[src/hw/rtl/ggce_pkg.sv]
// shared types, constants and the character table of the grid code encoder
package ggce_pkg;

    // input field widths
    localparam int LAT_WHOLE_W = 7;
    localparam int LON_WHOLE_W = 8;
    localparam int FRAC_W      = 17;

    // datapath widths
    localparam int LAT_VAL_W = 8;   // 2*whole+negative, up to 179
    localparam int LON_VAL_W = 9;   // 2*whole+negative, up to 359
    localparam int SUM_W     = 10;  // up to 538
    localparam int COMB_W    = 16;  // combination number, up to 64800
    localparam int ACC_W     = 50;  // point number before the offset
    localparam int OFFSET_W  = 53;
    localparam int VALUE_W   = 54;  // point number plus offset
    localparam int HALF_W    = 27;  // one chunk of the long division by 27
    localparam int CHUNK_W   = 32;  // remainder:chunk
    localparam int REM_W     = 5;
    localparam int DIGIT_W   = 5;
    localparam int DEC_W     = 4;
    localparam int CHAR_W    = 7;

    // base-27 digit store
    localparam int DIGIT_DEPTH = 12;
    localparam int CNT_W       = 4;

    // saturation limits
    localparam logic [LAT_WHOLE_W-1:0] LAT_WHOLE_MAX = 7'd89;
    localparam logic [LON_WHOLE_W-1:0] LON_WHOLE_MAX = 8'd179;
    localparam logic [FRAC_W-1:0]      FRAC_MAX      = 17'd99999;

    // band limits and bases of the combination number
    localparam logic [SUM_W-1:0]  BAND1_START = 10'd180;
    localparam logic [SUM_W-1:0]  BAND2_START = 10'd360;
    localparam logic [SUM_W-1:0]  BAND2_TOP   = 10'd719;
    localparam logic [SUM_W-1:0]  BAND_WIDTH  = 10'd180;
    localparam logic [COMB_W-1:0] BAND1_BASE  = 16'd16290 + 16'd180;
    localparam logic [COMB_W-1:0] BAND2_BASE  = 16'd48690 + 16'd180;

    // reciprocal of 10 for 17-bit fractions: q = (f * RECIP10) >> RECIP10_SHIFT
    localparam int RECIP10_W     = 18;
    localparam logic [RECIP10_W-1:0] RECIP10 = 18'd209716;
    localparam int RECIP10_SHIFT = 21;

    // reciprocal of 27 for 32-bit chunks: q = (c * RECIP27) >> RECIP27_SHIFT
    localparam int RECIP27_W     = 33;
    localparam logic [RECIP27_W-1:0] RECIP27 = 33'd5090331611;
    localparam int RECIP27_SHIFT = 37;
    localparam int PROD27_W      = CHUNK_W + RECIP27_W;

    // register indexes of the configuration port
    localparam logic CFG_POINT_OFFSET = 1'b0;
    localparam logic CFG_FORMATTED    = 1'b1;

    // reset values of the registers
    localparam logic [OFFSET_W-1:0] OFFSET_RESET = 53'd205891132094649;

    // separators
    localparam logic [CHAR_W-1:0] CHAR_HASH = 7'd35;
    localparam logic [CHAR_W-1:0] CHAR_DASH = 7'd45;

    // request to the radix unit
    typedef struct packed {
        logic               start;
        logic [VALUE_W-1:0] value;
    } radix_ctl_t;

    // status of the radix unit
    typedef struct packed {
        logic             done;
        logic [CNT_W-1:0] count;
    } radix_stat_t;

    // base-27 digit to its ASCII symbol
    function automatic logic [CHAR_W-1:0] ggce_char(input logic [DIGIT_W-1:0] d);
        logic [CHAR_W-1:0] c;
        case (d)
            5'd0:    c = 7'd48;
            5'd1:    c = 7'd49;
            5'd2:    c = 7'd50;
            5'd3:    c = 7'd51;
            5'd4:    c = 7'd52;
            5'd5:    c = 7'd53;
            5'd6:    c = 7'd54;
            5'd7:    c = 7'd55;
            5'd8:    c = 7'd56;
            5'd9:    c = 7'd57;
            5'd10:   c = 7'd67;  // C
            5'd11:   c = 7'd68;  // D
            5'd12:   c = 7'd70;  // F
            5'd13:   c = 7'd71;  // G
            5'd14:   c = 7'd72;  // H
            5'd15:   c = 7'd74;  // J
            5'd16:   c = 7'd75;  // K
            5'd17:   c = 7'd76;  // L
            5'd18:   c = 7'd77;  // M
            5'd19:   c = 7'd78;  // N
            5'd20:   c = 7'd80;  // P
            5'd21:   c = 7'd82;  // R
            5'd22:   c = 7'd84;  // T
            5'd23:   c = 7'd86;  // V
            5'd24:   c = 7'd87;  // W
            5'd25:   c = 7'd88;  // X
            5'd26:   c = 7'd89;  // Y
            default: c = 7'd48;
        endcase
        return c;
    endfunction

endpackage

[src/hw/rtl/geo_grid_code_encoder.sv]
// top level of the grid code encoder: sequencer, point number datapath and character output
//
// usage
//   one coordinate pair is a command transaction: it is taken at a rising edge with
//   start high and busy low, and busy stays high until the code has been sent
//   the code leaves one character per cycle on code_char with char_valid high for
//   exactly one cycle; last_char marks the final character of the code
//   the receiver cannot stall, every strobed character is taken
//   point_offset (index 0) and formatted_output (index 1) are written through
//   cfg_write/cfg_index/cfg_data; the user must write them only while busy is low,
//   which the block itself does not enforce
// processing steps
//   the sequencer forms the combination number, extracts five fraction digits per
//   axis, builds the point number and adds the offset; the base-27 unit then runs
//   R_MUL_HI, R_FIX_HI, R_MUL_LO and R_FIX_LO for each code digit (L digits, 1..12),
//   and the characters follow at one per cycle (C of them, up to 14); the next pair
//   can be taken at the edge that takes the last character
// reset
//   rst_n clears the sequencer and the strobe, point_offset returns to its default
//   and formatted output is selected
module geo_grid_code_encoder (
    input  logic                                clk,
    input  logic                                rst_n,
    input  logic                                start,
    output logic                                busy,
    input  logic                                lat_negative,
    input  logic [ggce_pkg::LAT_WHOLE_W-1:0]    lat_whole,
    input  logic [ggce_pkg::FRAC_W-1:0]         lat_fraction,
    input  logic                                lon_negative,
    input  logic [ggce_pkg::LON_WHOLE_W-1:0]    lon_whole,
    input  logic [ggce_pkg::FRAC_W-1:0]         lon_fraction,
    input  logic                                cfg_write,
    input  logic                                cfg_index,
    input  logic [ggce_pkg::OFFSET_W-1:0]       cfg_data,
    output logic                                char_valid,
    output logic [ggce_pkg::CHAR_W-1:0]         code_char,
    output logic                                last_char
);
    import ggce_pkg::*;

    // sequencer states
    localparam logic [2:0] ST_IDLE     = 3'd0;
    localparam logic [2:0] ST_COMB_MUL = 3'd1;
    localparam logic [2:0] ST_COMB_ADD = 3'd2;
    localparam logic [2:0] ST_FRAC     = 3'd3;
    localparam logic [2:0] ST_HORNER   = 3'd4;
    localparam logic [2:0] ST_OFFSET   = 3'd5;
    localparam logic [2:0] ST_RADIX    = 3'd6;
    localparam logic [2:0] ST_EMIT     = 3'd7;

    localparam int DIG_PAIRS = 5;
    localparam int DIGS_W    = 2 * DIG_PAIRS * DEC_W;
    localparam int MUL_W     = 17;
    localparam int PROD10_W  = FRAC_W + RECIP10_W;
    localparam int FMT_CHARS = 11;

    // control state
    logic [2:0]       state_reg, state_next;
    logic [3:0]       step_reg, step_next;
    logic [CNT_W-1:0] emit_reg, emit_next;
    logic             hash_reg, hash_next;
    logic             dash_reg, dash_next;
    logic             valid_reg, valid_next;

    // configuration registers
    logic [OFFSET_W-1:0] offset_reg, offset_next;
    logic                fmt_reg, fmt_next;

    // payload
    logic [LAT_VAL_W-1:0] lat_val_reg, lat_val_next;
    logic [LON_VAL_W-1:0] lon_val_reg, lon_val_next;
    logic [FRAC_W-1:0]    lat_frac_reg, lat_frac_next;
    logic [FRAC_W-1:0]    lon_frac_reg, lon_frac_next;
    logic [MUL_W-1:0]     band_prod_reg, band_prod_next;
    logic [COMB_W-1:0]    band_add_reg, band_add_next;
    logic                 band_half_reg, band_half_next;
    logic [DIGS_W-1:0]    digs_reg, digs_next;
    logic [ACC_W-1:0]     acc_reg, acc_next;
    logic [CHAR_W-1:0]    char_reg, char_next;
    logic                 last_reg, last_next;

    // band selection
    logic [SUM_W-1:0]     wsum;
    logic [7:0]           mul_x;
    logic [8:0]           mul_y;
    logic [COMB_W-1:0]    comb;

    // fraction digit lanes
    logic [PROD10_W-1:0]  lat_p10, lon_p10;
    logic [FRAC_W-1:0]    lat_q10, lon_q10;
    logic [DEC_W-1:0]     lat_dec, lon_dec;

    // radix unit
    radix_ctl_t           radix_ctl;
    radix_stat_t          radix_stat;
    logic [CNT_W-1:0]     rd_index;
    logic [DIGIT_W-1:0]   rd_digit;
    logic [CNT_W-1:0]     n_chars;
    logic [CNT_W-1:0]     emit_inc;
    logic                 dash_after;

    ggce_radix u_radix (
        .clk      (clk),
        .rst_n    (rst_n),
        .ctl      (radix_ctl),
        .stat     (radix_stat),
        .rd_index (rd_index),
        .rd_digit (rd_digit)
    );

    // configuration port
    always_comb
    begin
        offset_next = offset_reg;
        fmt_next    = fmt_reg;
        if (cfg_write)
        begin
            unique case (cfg_index)
                CFG_POINT_OFFSET: offset_next = cfg_data;
                CFG_FORMATTED:    fmt_next    = cfg_data[0];
            endcase
        end
    end

    // band operands: triangular, linear or falling triangular in the sum of the axis values
    always_comb
    begin
        wsum = SUM_W'(lon_val_reg) + SUM_W'(lat_val_reg);
        priority if (wsum < BAND1_START)
        begin
            mul_x          = 8'(wsum);
            mul_y          = 9'(wsum + SUM_W'(1));
            band_half_next = 1'b1;
            band_add_next  = COMB_W'(lon_val_reg) + COMB_W'(1);
        end
        else if (wsum < BAND2_START)
        begin
            mul_x          = 8'(wsum - BAND1_START);
            mul_y          = 9'(BAND_WIDTH);
            band_half_next = 1'b0;
            band_add_next  = BAND1_BASE - COMB_W'(lat_val_reg);
        end
        else
        begin
            mul_x          = 8'(wsum - BAND2_START);
            mul_y          = 9'(BAND2_TOP - wsum);
            band_half_next = 1'b1;
            band_add_next  = BAND2_BASE - COMB_W'(lat_val_reg);
        end
        band_prod_next = MUL_W'(mul_x) * MUL_W'(mul_y);
        comb = (band_half_reg ? COMB_W'(band_prod_reg >> 1) : COMB_W'(band_prod_reg))
               + band_add_reg;
    end

    // one decimal digit per axis per step, least significant first
    always_comb
    begin
        lat_p10 = PROD10_W'(lat_frac_reg) * PROD10_W'(RECIP10);
        lon_p10 = PROD10_W'(lon_frac_reg) * PROD10_W'(RECIP10);
        lat_q10 = FRAC_W'(lat_p10 >> RECIP10_SHIFT);
        lon_q10 = FRAC_W'(lon_p10 >> RECIP10_SHIFT);
        lat_dec = DEC_W'(lat_frac_reg - FRAC_W'(lat_q10 * FRAC_W'(10)));
        lon_dec = DEC_W'(lon_frac_reg - FRAC_W'(lon_q10 * FRAC_W'(10)));
    end

    // formatted codes keep at most eleven digit symbols
    assign n_chars  = (fmt_reg && radix_stat.count > CNT_W'(FMT_CHARS))
                      ? CNT_W'(FMT_CHARS) : radix_stat.count;
    assign emit_inc = emit_reg + CNT_W'(1);
    // digit read is registered: address the digit of the next emit position
    assign rd_index = radix_stat.count - emit_next - CNT_W'(1);
    // dash after the fourth and the eighth digit
    assign dash_after = fmt_reg && (emit_inc == CNT_W'(4) || emit_inc == CNT_W'(8));

    always_comb
    begin
        state_next      = state_reg;
        step_next       = step_reg;
        emit_next       = emit_reg;
        hash_next       = hash_reg;
        dash_next       = dash_reg;
        valid_next      = 1'b0;
        lat_val_next    = lat_val_reg;
        lon_val_next    = lon_val_reg;
        lat_frac_next   = lat_frac_reg;
        lon_frac_next   = lon_frac_reg;
        digs_next       = digs_reg;
        acc_next        = acc_reg;
        char_next       = char_reg;
        last_next       = last_reg;
        radix_ctl.start = 1'b0;
        radix_ctl.value = VALUE_W'(acc_reg) + VALUE_W'(offset_reg);
        unique case (state_reg)
            ST_IDLE:
            begin
                if (start)
                begin
                    // saturate out-of-range fields
                    lat_val_next = {(lat_whole > LAT_WHOLE_MAX) ? LAT_WHOLE_MAX : lat_whole,
                                    lat_negative};
                    lon_val_next = {(lon_whole > LON_WHOLE_MAX) ? LON_WHOLE_MAX : lon_whole,
                                    lon_negative};
                    lat_frac_next = (lat_fraction > FRAC_MAX) ? FRAC_MAX : lat_fraction;
                    lon_frac_next = (lon_fraction > FRAC_MAX) ? FRAC_MAX : lon_fraction;
                    state_next    = ST_COMB_MUL;
                end
            end
            ST_COMB_MUL:
            begin
                state_next = ST_COMB_ADD;
            end
            ST_COMB_ADD:
            begin
                acc_next   = ACC_W'(comb);
                step_next  = '0;
                state_next = ST_FRAC;
            end
            ST_FRAC:
            begin
                lat_frac_next = lat_q10;
                lon_frac_next = lon_q10;
                digs_next     = {lon_dec, lat_dec, digs_reg[DIGS_W-1:2*DEC_W]};
                step_next     = step_reg + 4'd1;
                if (step_reg == 4'(DIG_PAIRS - 1))
                begin
                    step_next  = '0;
                    state_next = ST_HORNER;
                end
            end
            ST_HORNER:
            begin
                // acc*10 + next digit, longitude digit first
                acc_next  = ACC_W'({acc_reg, 3'b000}) + ACC_W'({acc_reg, 1'b0})
                            + ACC_W'(digs_reg[DIGS_W-1:DIGS_W-DEC_W]);
                digs_next = {digs_reg[DIGS_W-DEC_W-1:0], {DEC_W{1'b0}}};
                step_next = step_reg + 4'd1;
                if (step_reg == 4'(2 * DIG_PAIRS - 1))
                begin
                    step_next  = '0;
                    state_next = ST_OFFSET;
                end
            end
            ST_OFFSET:
            begin
                radix_ctl.start = 1'b1;
                state_next      = ST_RADIX;
            end
            ST_RADIX:
            begin
                if (radix_stat.done)
                begin
                    emit_next  = '0;
                    hash_next  = fmt_reg;
                    dash_next  = 1'b0;
                    state_next = ST_EMIT;
                end
            end
            ST_EMIT:
            begin
                valid_next = 1'b1;
                priority if (hash_reg)
                begin
                    char_next = CHAR_HASH;
                    last_next = 1'b0;
                    hash_next = 1'b0;
                end
                else if (dash_reg)
                begin
                    char_next = CHAR_DASH;
                    last_next = (emit_reg == n_chars);
                    dash_next = 1'b0;
                end
                else
                begin
                    char_next = ggce_char(rd_digit);
                    emit_next = emit_inc;
                    last_next = (emit_inc == n_chars) && !dash_after;
                    dash_next = dash_after;
                end
                if (last_next)
                begin
                    state_next = ST_IDLE;
                end
            end
            default:
            begin
                state_next = ST_IDLE;
            end
        endcase
    end

    always_ff @(posedge clk or negedge rst_n)
    begin
        if (!rst_n)
        begin
            state_reg  <= ST_IDLE;
            step_reg   <= '0;
            emit_reg   <= '0;
            hash_reg   <= 1'b0;
            dash_reg   <= 1'b0;
            valid_reg  <= 1'b0;
            offset_reg <= OFFSET_RESET;
            fmt_reg    <= 1'b1;
        end
        else
        begin
            state_reg  <= state_next;
            step_reg   <= step_next;
            emit_reg   <= emit_next;
            hash_reg   <= hash_next;
            dash_reg   <= dash_next;
            valid_reg  <= valid_next;
            offset_reg <= offset_next;
            fmt_reg    <= fmt_next;
        end
    end

    always_ff @(posedge clk)
    begin
        lat_val_reg   <= lat_val_next;
        lon_val_reg   <= lon_val_next;
        lat_frac_reg  <= lat_frac_next;
        lon_frac_reg  <= lon_frac_next;
        band_prod_reg <= band_prod_next;
        band_add_reg  <= band_add_next;
        band_half_reg <= band_half_next;
        digs_reg      <= digs_next;
        acc_reg       <= acc_next;
        char_reg      <= char_next;
        last_reg      <= last_next;
    end

    assign busy       = (state_reg != ST_IDLE);
    assign char_valid = valid_reg;
    assign code_char  = char_reg;
    assign last_char  = last_reg;

endmodule

[src/hw/rtl/ggce_radix.sv]
// iterative base-27 converter: one shared reciprocal multiplier, two chunks per digit
module ggce_radix (
    input  logic                                clk,
    input  logic                                rst_n,
    input  ggce_pkg::radix_ctl_t                ctl,
    output ggce_pkg::radix_stat_t               stat,
    input  logic [ggce_pkg::CNT_W-1:0]          rd_index,
    output logic [ggce_pkg::DIGIT_W-1:0]        rd_digit
);
    import ggce_pkg::*;

    localparam logic [2:0] R_IDLE   = 3'd0;
    localparam logic [2:0] R_MUL_HI = 3'd1;
    localparam logic [2:0] R_FIX_HI = 3'd2;
    localparam logic [2:0] R_MUL_LO = 3'd3;
    localparam logic [2:0] R_FIX_LO = 3'd4;

    logic [2:0]          state_reg, state_next;
    logic [CNT_W-1:0]    count_reg, count_next;
    logic                done_reg, done_next;

    logic [VALUE_W-1:0]  val_reg, val_next;
    logic [REM_W-1:0]    rem_reg, rem_next;
    logic [HALF_W-1:0]   qhi_reg, qhi_next;
    logic [CHUNK_W-1:0]  chunk_reg, chunk_next;
    logic [PROD27_W-1:0] prod_reg, prod_next;
    logic [DIGIT_W-1:0]  digits_reg [DIGIT_DEPTH];
    logic [DIGIT_W-1:0]  rd_digit_reg;

    logic [PROD27_W-RECIP27_SHIFT-1:0] quot;
    logic [REM_W-1:0]                  rem_fix;
    logic                              wr_en;

    // shared unit: chunk times reciprocal, then quotient and remainder
    always_comb
    begin
        chunk_next = chunk_reg;
        if (state_reg == R_MUL_HI)
        begin
            chunk_next = {{REM_W{1'b0}}, val_reg[VALUE_W-1:HALF_W]};
        end
        else if (state_reg == R_MUL_LO)
        begin
            chunk_next = {rem_reg, val_reg[HALF_W-1:0]};
        end
        prod_next = PROD27_W'(chunk_next) * PROD27_W'(RECIP27);
        quot      = prod_reg[PROD27_W-1:RECIP27_SHIFT];
        rem_fix   = REM_W'(chunk_reg - CHUNK_W'(CHUNK_W'(quot) * CHUNK_W'(27)));
    end

    always_comb
    begin
        state_next = state_reg;
        count_next = count_reg;
        done_next  = 1'b0;
        val_next   = val_reg;
        rem_next   = rem_reg;
        qhi_next   = qhi_reg;
        wr_en      = 1'b0;
        unique case (state_reg)
            R_IDLE:
            begin
                if (ctl.start)
                begin
                    val_next   = ctl.value;
                    count_next = '0;
                    state_next = R_MUL_HI;
                end
            end
            R_MUL_HI:
            begin
                state_next = R_FIX_HI;
            end
            R_FIX_HI:
            begin
                qhi_next   = HALF_W'(quot);
                rem_next   = rem_fix;
                state_next = R_MUL_LO;
            end
            R_MUL_LO:
            begin
                state_next = R_FIX_LO;
            end
            R_FIX_LO:
            begin
                wr_en      = 1'b1;
                count_next = count_reg + CNT_W'(1);
                val_next   = {qhi_reg, HALF_W'(quot)};
                if (val_next == '0)
                begin
                    done_next  = 1'b1;
                    state_next = R_IDLE;
                end
                else
                begin
                    state_next = R_MUL_HI;
                end
            end
            default:
            begin
                state_next = R_IDLE;
            end
        endcase
    end

    always_ff @(posedge clk or negedge rst_n)
    begin
        if (!rst_n)
        begin
            state_reg <= R_IDLE;
            count_reg <= '0;
            done_reg  <= 1'b0;
        end
        else
        begin
            state_reg <= state_next;
            count_reg <= count_next;
            done_reg  <= done_next;
        end
    end

    // digits are stored least significant first; the read data is registered,
    // so rd_digit holds the digit that rd_index addressed in the cycle before
    always_ff @(posedge clk)
    begin
        val_reg   <= val_next;
        rem_reg   <= rem_next;
        qhi_reg   <= qhi_next;
        chunk_reg <= chunk_next;
        prod_reg  <= prod_next;
        if (wr_en)
        begin
            digits_reg[count_reg] <= rem_fix;
        end
        rd_digit_reg <= (rd_index < CNT_W'(DIGIT_DEPTH)) ? digits_reg[rd_index] : '0;
    end

    assign rd_digit   = rd_digit_reg;
    assign stat.done  = done_reg;
    assign stat.count = count_reg;

endmodule

[config.mk]
export PLATFORM = sky130hd
export DESIGN_NAME = geo_grid_code_encoder
export DESIGN_NICKNAME = d
export VERILOG_FILES = /design/src/hw/rtl/ggce_pkg.sv /design/src/hw/rtl/geo_grid_code_encoder.sv /design/src/hw/rtl/ggce_radix.sv
export SDC_FILE = /design/constraint.sdc
export NUM_CORES = 2
export LEC_CHECK = 0
export BUFFER_PORTS_ARGS = -buffer_cell sky130_fd_sc_hd__buf_2
export CORE_ASPECT_RATIO = 0.6
export CORE_MARGIN = 2
export CORE_UTILIZATION = 23
export DETAILED_ROUTE_END_ITERATION = 10
export GPL_TIMING_DRIVEN = 0
export PLACE_DENSITY_LB_ADDON = 0.1
export SYNTH_ARGS = -nofsm -noshare
export SYNTH_HDL_FRONTEND = slang
export SYNTH_SLANG_ARGS = --single-unit
[constraint.sdc]
create_clock -name clk -period 25.6 [get_ports clk]
set_input_delay 1.28 -clock clk [delete_from_list [all_inputs] [get_ports clk]]
set_output_delay 1.28 -clock clk [all_outputs]
set_load 0.005 [all_outputs]
==> summary.txt <==
Run status
  • Outcome: completed

Timing
  • RSZ-0062 raised after global routing: no
  • Setup Viol. Count Final: 0
  • Post-layout minimum cycle time: 10.70 ns
  • Setup TNS Final: 0 ns
  • Final Hold Viols: 0
  • Fin crit share: 0.418
  • Slew Limit Fails: 0
  • Worst-Margin Slew: 1.37 ns
  • Clock Skew: 0.0680 ns
  • Slew HR: 0.0855
  • Fmax: 0.0935 GHz

GRT
  • Total global routing overflow: 0
  • Largest net degree at the start of global routing: 55
  • Vias in the first global route: 37121
  • Antenna violations before repair: 13
  • Gr usage total: 0.156
  • First-pass GRT wire length: 264 mm

Placed design
  • # port buffers: 118
  • GPL Wtd Cong: 0.856
  • Post-DP HPWL: 156 mm
  • Post-Place Cells: 8242

Clock tree
  • Worst skew pair latency: 0.69 ns
  • Sink Count: 469
  • Hold_buf cts: 0
  • Post-CTS Setup Bufs: 0
  • Clock root cell: clkbuf_16
  • CTS H-tree lvls: 2
  • Post-CTS Resized: 0
  • Clock slew at reported path FFs: 0.06 ns
  • Total CTS buffers: 52
  • CTS tree: yes
  • CTS max path bufs: 3

Yosys
  • Synth cell types: 86
  • Number of flops mapped to enable cells by yosys: 295
  • Cells after Synth: 5098
  • Top cells by area, synth: fa_1, ha_1, edfxtp_1
  • Seq cells post-synth: 469
  • Post-Synth Adder-Cell Area: 0.429
  • Sequential fraction of the synthesis area: 0.244
  • Dominant cell type by area after synthesis: fa_1
  • Top FF cell, synth: edfxtp_1
  • Top post-synthesis cells by count: inv_1, ha_1, fa_1
  • Post-synthesis mux area share: 0.0303
  • Most frequent cell after synthesis: inv_1
  • Avg Inst Size Synth: 10.3 sq um
  • Async set-reset flop share out of synthesis: 0.162
  • Post-Synth Simple-Gate Area: 0.0832
  • Largest family of logic cells by synthesized area: adder cells
  • Yosys Warn Count: 0
  • Post-synthesis net count: 6645
  • Share of the synthesized area in the top cell type: 0.227
  • Mapped cell area: 0.0523 sq mm
  • Synth Area in XOR/XNOR: 0.0380
  • Complex-gate fraction of the synthesized area: 0.0962

Critical path
  • CP max stage delay: 0.84 ns
  • Critical Path RT: 26.11 ns
  • Worst path most repeated cell: fa_1
  • Delay-heaviest family, CP: adder cells
  • Crit Path Class: reg -> reg
  • Critical path launch point type: flop
  • Crit-path slowest cell: o21ai_0
  • Critical-path maximum fanout: 10
  • Arr. time, crit path: 11.21 ns
  • Worst Setup End Kind: flop
  • Worst path buffer plus inverter count: 6

Drt
  • Routed met2 length: 63.2 mm
  • DRC violations left: 0
  • Total wire length: 180 mm
  • Met3 routed WL: 13.6 mm
  • Initial DRC count: 2443
  • Final ANT Viol Nets: 0
  • Top layer in use: met5
  • TritonRoute pass-1 iters: 5
  • Via count: 36283
  • Wire length on met1: 102 mm
  • Post-DR wirelength/cell: 21.5 microns
  • Via-to-Cell Ratio: 4.35

Min path
  • Min-Delay Path Class: reg -> reg

Die
  • CORE AREA: 0.226 sq mm
  • # rows: 135
  • Initial Utilization: 0.232
  • Die area: 0.232 sq mm
  • Die width: 620 microns
  • Die height: 374 microns
  • I/O pin total: 119

Final layout
  • Nets: 6832
  • FILL cells: 24194
  • Share of cells above drive strength 1: 0.0689
  • Max reg flops: 60
  • Area growth from synthesis to final layout: 12.3%
  • Non-Filler Instances: 8344

Flow run
  • Max-Cap Viols: 0
[per-layer routing]
metal	vias to the layer above	global-route usage
met5	-	0
met1	18098	0.265
met4	4	0.0138
li1	17357	-
met3	83	0.0425
met2	741	0.191
[worst register-to-register path: cells and delay by family, from the launching register on]
family	cells	cell delay, ns
AO/OA/AOI/OAI	11	3.79
adder cells (fa/ha/maj)	9	4.78
buffers and inverters	6	1.27
flip-flops	1	0.36
multiplexers	1	0.25
AND/OR/NAND/NOR	1	0.09
[through the flow]
step                 util  setup slack [ns]  area [sq um]  hold slack, ns
global placement    0.251             13.75         56700           0.464
detailed placement  0.252             14.84         56900           0.483
finish              0.260             14.90         58800           0.440
global route        0.260             14.28         58800           0.474
floorplan               -             17.10         52300           0.431
CTS                 0.260             14.71         58700           0.452
[cell usage in the layout, fill, tap and decap left out, drive strengths merged, types with 18 or more instances in the layout]
master  count
xor2      108
ha        844
dfrtp      50
dfxtp      98
nand3      64
o31ai      19
a21oi     237
a21o      120
dfstp      26
a211oi     26
and2       41
o21ai     179
edfxtp    295
nand4      28
buf       148
fa        594
o21a       38
mux2       71
a31oi      23
inv      1009
nor2b      48
xnor2     119
nand2     334
nor2      237
nor3       40
clkbuf    149
mux2i      43
nand2b     42
nor4       18
and3       31
[worst paths after layout]
kind | to | from | cells past startpoint | slack [ns]
hold reg to reg | u_radix.qhi_reg[7] | u_radix.prod_reg[44] | 0 | 0.44
min in group asynchronous | char_valid | rst_n | 1 | 0.51
max in group asynchronous | offset_reg[12] | rst_n | 2 | 24.29
hold / removal | u_radix.qhi_reg[7] | u_radix.prod_reg[44] | 0 | 0.44
setup reg to reg | u_radix.prod_reg[60] | u_radix.state_reg[1] | 28 | 14.90
setup / recovery | u_radix.prod_reg[60] | u_radix.state_reg[1] | 28 | 14.90
[cell families (layout without fill, tap and decap cells)]
kind of cell,count (synthesis),count (layout)
flops,469,469
mux,129,129
compound gates,791,791
other cells,1,2
fa+ha+maj,1438,1438
xor+xnor,227,227
simple gates,937,937
buf+inv,1106,1337
[cell type report]
cell class,count,area [sq um],share of cell area
Sequential cell,469,12800,0.217
Multi-Input combinational cell,3523,35500,0.603
Buffer,103,403,0.00685
Tap cell,3014,3770,0.0642
Timing Repair Buffer,133,790,0.0134
Inverter,1003,3760,0.0641
Antenna cell,1,2.50,0.0000426
Clock buffer,61,1350,0.0229
Clock inverter,37,482,0.00820
Power is left out: the tool's default activity adds up to more than one toggle a clock period on the data nets, which glitch-free logic cannot reach.
